### src/hdl/rgbsh_pkg.sv
`timescale 1ns / 1ps
// shared types and constants of the rgb sharpen filter
package rgbsh_pkg;

    localparam int MAX_WIDTH_DEF   = 2048;
    localparam int MAX_HEIGHT_DEF  = 2048;
    localparam int CFG_W           = 12;
    localparam int WIDTH_RESET     = 640;
    localparam int HEIGHT_RESET    = 480;
    localparam int OUT_QUEUE_DEPTH = 4;

    typedef enum logic {
        REG_IMAGE_WIDTH  = 1'b0,
        REG_IMAGE_HEIGHT = 1'b1
    } cfg_reg_t;

    typedef enum logic {
        KIND_PIXEL = 1'b0,
        KIND_FLUSH = 1'b1
    } kind_t;

    typedef logic [7:0] chan_t;

    typedef struct packed {
        chan_t blue;
        chan_t green;
        chan_t red;
    } pixel_t;

    typedef struct packed {
        pixel_t upper;
        pixel_t lower;
    } line_pair_t;

    typedef struct packed {
        logic   last;
        pixel_t pix;
    } out_item_t;

endpackage

### src/hdl/rgbsh_out_queue.sv
`timescale 1ns / 1ps
// small output queue that decouples the filter pipeline from the result channel
module rgbsh_out_queue import rgbsh_pkg::*; (
    input  logic                                  aclk,
    input  logic                                  aresetn,
    input  logic                                  wr_en,
    input  out_item_t                             wr_item,
    output logic [$clog2(OUT_QUEUE_DEPTH+1)-1:0]  count,
    output logic                                  m_tvalid,
    input  logic                                  m_tready,
    output out_item_t                             m_item
);

    localparam int PTR_W = $clog2(OUT_QUEUE_DEPTH);
    localparam int CNT_W = $clog2(OUT_QUEUE_DEPTH + 1);

    out_item_t          entry_reg [OUT_QUEUE_DEPTH];
    logic [PTR_W-1:0]   wr_ptr_reg, wr_ptr_next;
    logic [PTR_W-1:0]   rd_ptr_reg, rd_ptr_next;
    logic [CNT_W-1:0]   count_reg, count_next;
    logic               rd_en;

    assign rd_en    = m_tvalid && m_tready;
    assign m_tvalid = (count_reg != '0);
    assign m_item   = entry_reg[rd_ptr_reg];
    assign count    = count_reg;

    always_comb begin
        wr_ptr_next = wr_ptr_reg;
        rd_ptr_next = rd_ptr_reg;
        count_next  = count_reg;
        if (wr_en) begin
            if (wr_ptr_reg == PTR_W'(OUT_QUEUE_DEPTH - 1)) begin
                wr_ptr_next = '0;
            end else begin
                wr_ptr_next = wr_ptr_reg + PTR_W'(1);
            end
        end
        if (rd_en) begin
            if (rd_ptr_reg == PTR_W'(OUT_QUEUE_DEPTH - 1)) begin
                rd_ptr_next = '0;
            end else begin
                rd_ptr_next = rd_ptr_reg + PTR_W'(1);
            end
        end
        if (wr_en && !rd_en) begin
            count_next = count_reg + CNT_W'(1);
        end else if (!wr_en && rd_en) begin
            count_next = count_reg - CNT_W'(1);
        end
    end

    always_ff @(posedge aclk) begin
        if (!aresetn) begin
            wr_ptr_reg <= '0;
            rd_ptr_reg <= '0;
            count_reg  <= '0;
        end else begin
            wr_ptr_reg <= wr_ptr_next;
            rd_ptr_reg <= rd_ptr_next;
            count_reg  <= count_next;
        end
    end

    always_ff @(posedge aclk) begin
        if (wr_en) begin
            entry_reg[wr_ptr_reg] <= wr_item;
        end
    end

endmodule
### config.mk
export PLATFORM = sky130hd
export DESIGN_NAME = rgbsh_out_queue
export DESIGN_NICKNAME = d
export VERILOG_FILES = /design/src/hdl/rgbsh_pkg.sv /design/src/hdl/rgbsh_out_queue.sv
export SDC_FILE = /design/constraint.sdc
export NUM_CORES = 1
export LEC_CHECK = 0
export BUFFER_PORTS_ARGS = -buffer_cell sky130_fd_sc_hd__buf_4
export CAP_MARGIN = 15
export CORE_UTILIZATION = 56
export DETAILED_ROUTE_END_ITERATION = 6
export GPL_TIMING_DRIVEN = 0
export PLACE_DENSITY = 0.78
export SLEW_MARGIN = 20
export SYNTH_ARGS = -nofsm -noshare
export SYNTH_HDL_FRONTEND = slang
export SYNTH_SLANG_ARGS = --single-unit
### constraint.sdc
create_clock -name aclk -period 2.29 [get_ports aclk]
set_input_delay 0 -clock aclk [delete_from_list [all_inputs] [get_ports aclk]]
set_output_delay 0 -clock aclk [all_outputs]
set_load 0.02 [all_outputs]
## Word-level counts from Yosys, hierarchy flattened

Memories as Yosys holds them, arrays and structs flattened. A register that Yosys moved wholly into a read port is not among the register bits.
Index checks and enable logic that the tools add are counted.

| operators by class | value |
|---|---|
| $add $sub $neg | 4 |
| equal/unequal tests | 2 |
| mux-type cells | 8 |
| reduce and logical (&&, ||, !) cells | 7 |

Operators with widths:

| cell | number |
|---|---|
| 2-to-1 mux 2 bit | 4 |
| 2-to-1 mux 3 bit | 2 |
| adder 2 x 1 -> 2 bit, second input constant | 2 |
| == test 2 bit, second input constant | 2 |
| adder 3 x 1 -> 3 bit, second input constant | 1 |
| logical AND 1 bit | 3 |
| nonzero test 3 bit | 1 |
| subtractor 3 x 1 -> 3 bit, second input constant | 1 |
| zero test 1 bit | 2 |
| 2-to-1 mux 1 bit | 2 |
| nonzero test 2 bit | 1 |

| storage, ports and cells | value |
|---|---|
| register bits | 7 |
| bits in writable memories | 100 |
| input bits | 29 |
| output and inout bits | 29 |
| word-level logic and storage cells | 25 |
| memories kept | 1 |

Memory list:

| memory | words | bits a word | read ports | clocked after Yosys merged registers in | write ports | line | text |
|---|---|---|---|---|---|---|---|
| entry_reg | 4 | 25 | 1 | 1 | 1 | rgbsh_out_queue.sv:17 | `out_item_t entry_reg [OUT_QUEUE_DEPTH];` |

## Logic depth before layout (Yosys ltp)

| logic depth | value |
|---|---|
| word-level depth | 5 |
| depth in mapped cells | 7 |

## Least setup slack after synthesis

OpenSTA, ideal clock, no wires.

| path | value |
|---|---|
| path type | flip-flop to flip-flop |
| from | reg count_reg[0], in the netlist count[0] |
| to | reg count_reg[2], in the netlist count[2] |
| library setup time | 76 ps |
| arrival | 2,112 ps |
| data required time | 2,214 ps |
| path slack | 102 ps |
| cell stages (with the launch flop) | 8 |
| path buffers | 0 |
| clock period less this slack | 2,188 ps |
| cells stage by stage | dfxtp_1 > o31ai_1 > ha_1 > inv_1 > fa_1 > xor2_1 > or3_1 > a21boi_0 |

| between the ends | value |
|---|---|
| word-level cells in the longest chain between the ends | 5 |
| elaborated cells on any way between the ends | 10 |
| classes of those cells | add/sub (2); mux (2); reduce/logical (6) |

RTL lines:

| item | line | text |
|---|---|---|
| from (decl) | rgbsh_out_queue.sv:20 | `logic [CNT_W-1:0] count_reg, count_next;` |
| from (signal assigned) | rgbsh_out_queue.sv:61 | `count_reg <= count_next;` |
| branches (longest 5 deep; another with subtractor 3 x 1 -> 3 bit) | - |  |

Several ways; the timed one is not identified. The select of a mux whose other input is x is not followed.
A chain may end at the register's enable or synchronous reset.

## Final worst setup path

| path | value |
|---|---|
| from | reg count_reg[1], in the netlist count[1] |
| to | reg count_reg[2], in the netlist count[2] |

The elaborated chain is that of the path after synthesis.

==> metrics <==
IO Port Bufs=57; Nets=308; pwr dens=979 nW/um^2; Worst R2R Setup Slack=0.19 ns; Post-Layout Cell Count=372; hold depth=2; beginning of the worst hold path=wr_item[10]; # DRC=0; Yosys top cell area share=0.732; post-synthesis cell type count=23; 1st-iter DRT viols=162; routability congestion estimate from global placement=0.662; critical path class=reg -> reg; Die W=87.6 um; final worst slack=0.188 ns; Wirelength per Cell=18.1 um; First-pass DRT Iterations=4; Max IR drop VDD=0.000487 V; CTS Sinks=109; Critical Path RT=2.58 ns; Initial Utilization=0.591; R2R cell count=7; die span in y=87.6 um; critical path's largest stage delay=0.39 ns; clock latency reported for the late side of the worst-skew pair=0.35 ns; RSZ-0062 raised after global routing=false; CTS tree=done; Synth Register Bits=109; synth warn=0; layout cells sized above 1=0.366; via count=1,997; Yosys top cell by area=edfxtp_1; htree depth=3; Setup Skew=0.00585 ns; status=completed; Mapped Area=4100 um^2; Placement Cell Area=4660 um^2; # rows=30; reg2reg end=count[2]; post-route design area=5180 um^2; first-pass GRT wire length=10,200 um; CP Capture Type=flop; final period utilization=0.918; final hold violations=0; Worst R2R Start=count[1]; Layout area overhead=26.2%; core area=6940 um^2; Final min period=2.10 ns; vias in the first global route=2,101; leakage=1.82 nW; clock buffer depth=2; Final ANT Viol Nets=0; Slowest-stage cell, CP=dfxtp_1; Inserted Diodes=0; Slew Viols, Final=0; Post-Place Cells=329; Mapped Nets=212; total track usage=0.190; total power=5.07 mW; Synth Area per Inst=23.3 um^2; Fmax achieved=476 MHz; drt via density=5.37; slew margin rel.=0.538; Fillers=411; I/O pin total=58; CP Cell Sequence=o31ai_4 -> ha_1 -> inv_1 -> fa_1 -> xor2_1 -> or3_1 -> a21boi_0; total overflow reported by the global router=0; Area contributors post-synth=edfxtp_1, mux4_2, dfxtp_1; Detailed Route WL=6740 um; Clock transition at path regs=0.09 ns; sequential area share after synthesis=0.776; Min-Delay Endpoint=entry_reg[0][10]; largest net degree at the start of global routing=26; post-DP HPWL=4010 um; antenna violations before repair=0; Max FO, Critical Path=5; worst slew pin tran=0.693 ns; Min-Delay Path Class=in -> reg; clock root buffer=clkbuf_8; Placement Setup Slack=-0.0237 ns; Syn Inst Count=176; worst path arrival time=2.39 ns; Setup-failing EPs final=0; maxcap violations=0; total die area=7670 um^2; Largest register FFs=100; Setup crit start kind=flop; total CTS buffers=9
[power breakdown]
part | switching [mW] | total (mW) | internal (mW) | leakage, nW
Combinational | 0.675 | 1.40 | 0.722 | 0.714
Sequential | 0.0676 | 2.37 | 2.30 | 0.993
Clock | 0.585 | 1.31 | 0.722 | 0.110
[cell usage after synthesis (all sizes together)]
library cell    n
ha              6
xor2            1
nand2           2
fa              1
nand3           2
o31ai           1
nor2            2
mux4           25
xnor2           1
edfxtp        100
and2            5
nor2b           3
dfxtp           9
a21boi          1
clkbuf          1
or3             2
o21ai           3
buf             5
inv             3
mux2i           3
[how the worst max path moves through the flow]
stage / from / to / slack [ns] / cells after the start
2_1_floorplan: count[0] / count[2] / 0.10 / 7
3_3_place_gp: count[0] / count[2] / -0.003 / 7
3_5_place_dp: count[0] / count[2] / -0.02 / 7
4_1_cts: count[1] / count[2] / 0.1 / 7
5_1_grt: count[1] / count[2] / 0.06 / 7
6_report: count[1] / count[2] / 0.19 / 7
[layout make-up]
cell class	instances	area [um^2]	area share
repair buffers	85	708	0.137
plain buffers	6	66.3	0.0128
multi-input cells	58	861	0.166
clock buffers	11	131	0.0254
flip-flops and latches	109	3180	0.615
inverters	3	11.3	0.00217
clock inverters	4	97.6	0.0188
well taps	96	120	0.0232
[metrics by stage]
step | utilization | hold WS, ns | TNS [ns]
floorplan | - | 0.0989 | 0
global placement | 0.670 | 0.202 | -0.00296
detailed placement | 0.670 | 0.203 | -0.0237
CTS | 0.743 | 0.0140 | 0
global route | 0.746 | 0.375 | 0
finish | 0.746 | 0.378 | 0
[cells in the final DEF (no fill, tap or decap), drive strengths merged, types with 2 or more instances in the layout]
cell type,n
buf,62
or3,2
dfxtp,9
mux2i,3
nor2,2
dlygate4sd3,28
bufinv,3
ha,6
nand2,2
nor2b,3
edfxtp,100
nand3,2
inv,3
o21ai,3
mux4,25
clkbuf,12
and2,5
[repair_timing]
item                                    4_1_cts  5_1_grt
hold buffers                                 27        1
endpoints found under the hold margin       107        2
resized for setup                             1        1
setup buffers                                 0        0
endpoints found under the setup margin        1        1
[cell families (layout without fill, tap and decap cells)]
group | Yosys count | after routing | share of synthesized area
AOI/OAI and AO/OA | 5 | 5 | 0.00732
DFF | 109 | 109 | 0.776
and+or+nand+nor | 16 | 16 | 0.0213
adders and majority gates | 7 | 7 | 0.0232
muxes | 28 | 28 | 0.149
buffers and inverters | 9 | 109 | 0.0189
xor gates and xnor gates | 2 | 2 | 0.00427
[metal layers]
metal	part of all wire	global-route usage	vias to the layer above	wire, um
met4	0.023	0.107	0	158
met1	0.42	0.244	1013	2860
met3	0.041	0.0339	13	278
met2	0.51	0.311	58	3450
li1	-	-	913	-
met5	0	0	-	0
[critical path: cells and delay by family (launching register included)]
| family | cells | cell delay (ns) |
|---|---|---|
| XOR/XNOR | 1 | 0.17 |
| buffers and inverters | 1 | 0.06 |
| flip-flops | 1 | 0.39 |
| AO/OA/AOI/OAI | 2 | 0.50 |
| adder cells (fa/ha/maj) | 2 | 0.61 |
| AND/OR/NAND/NOR | 1 | 0.30 |
(Power assumes the default switching activity.)
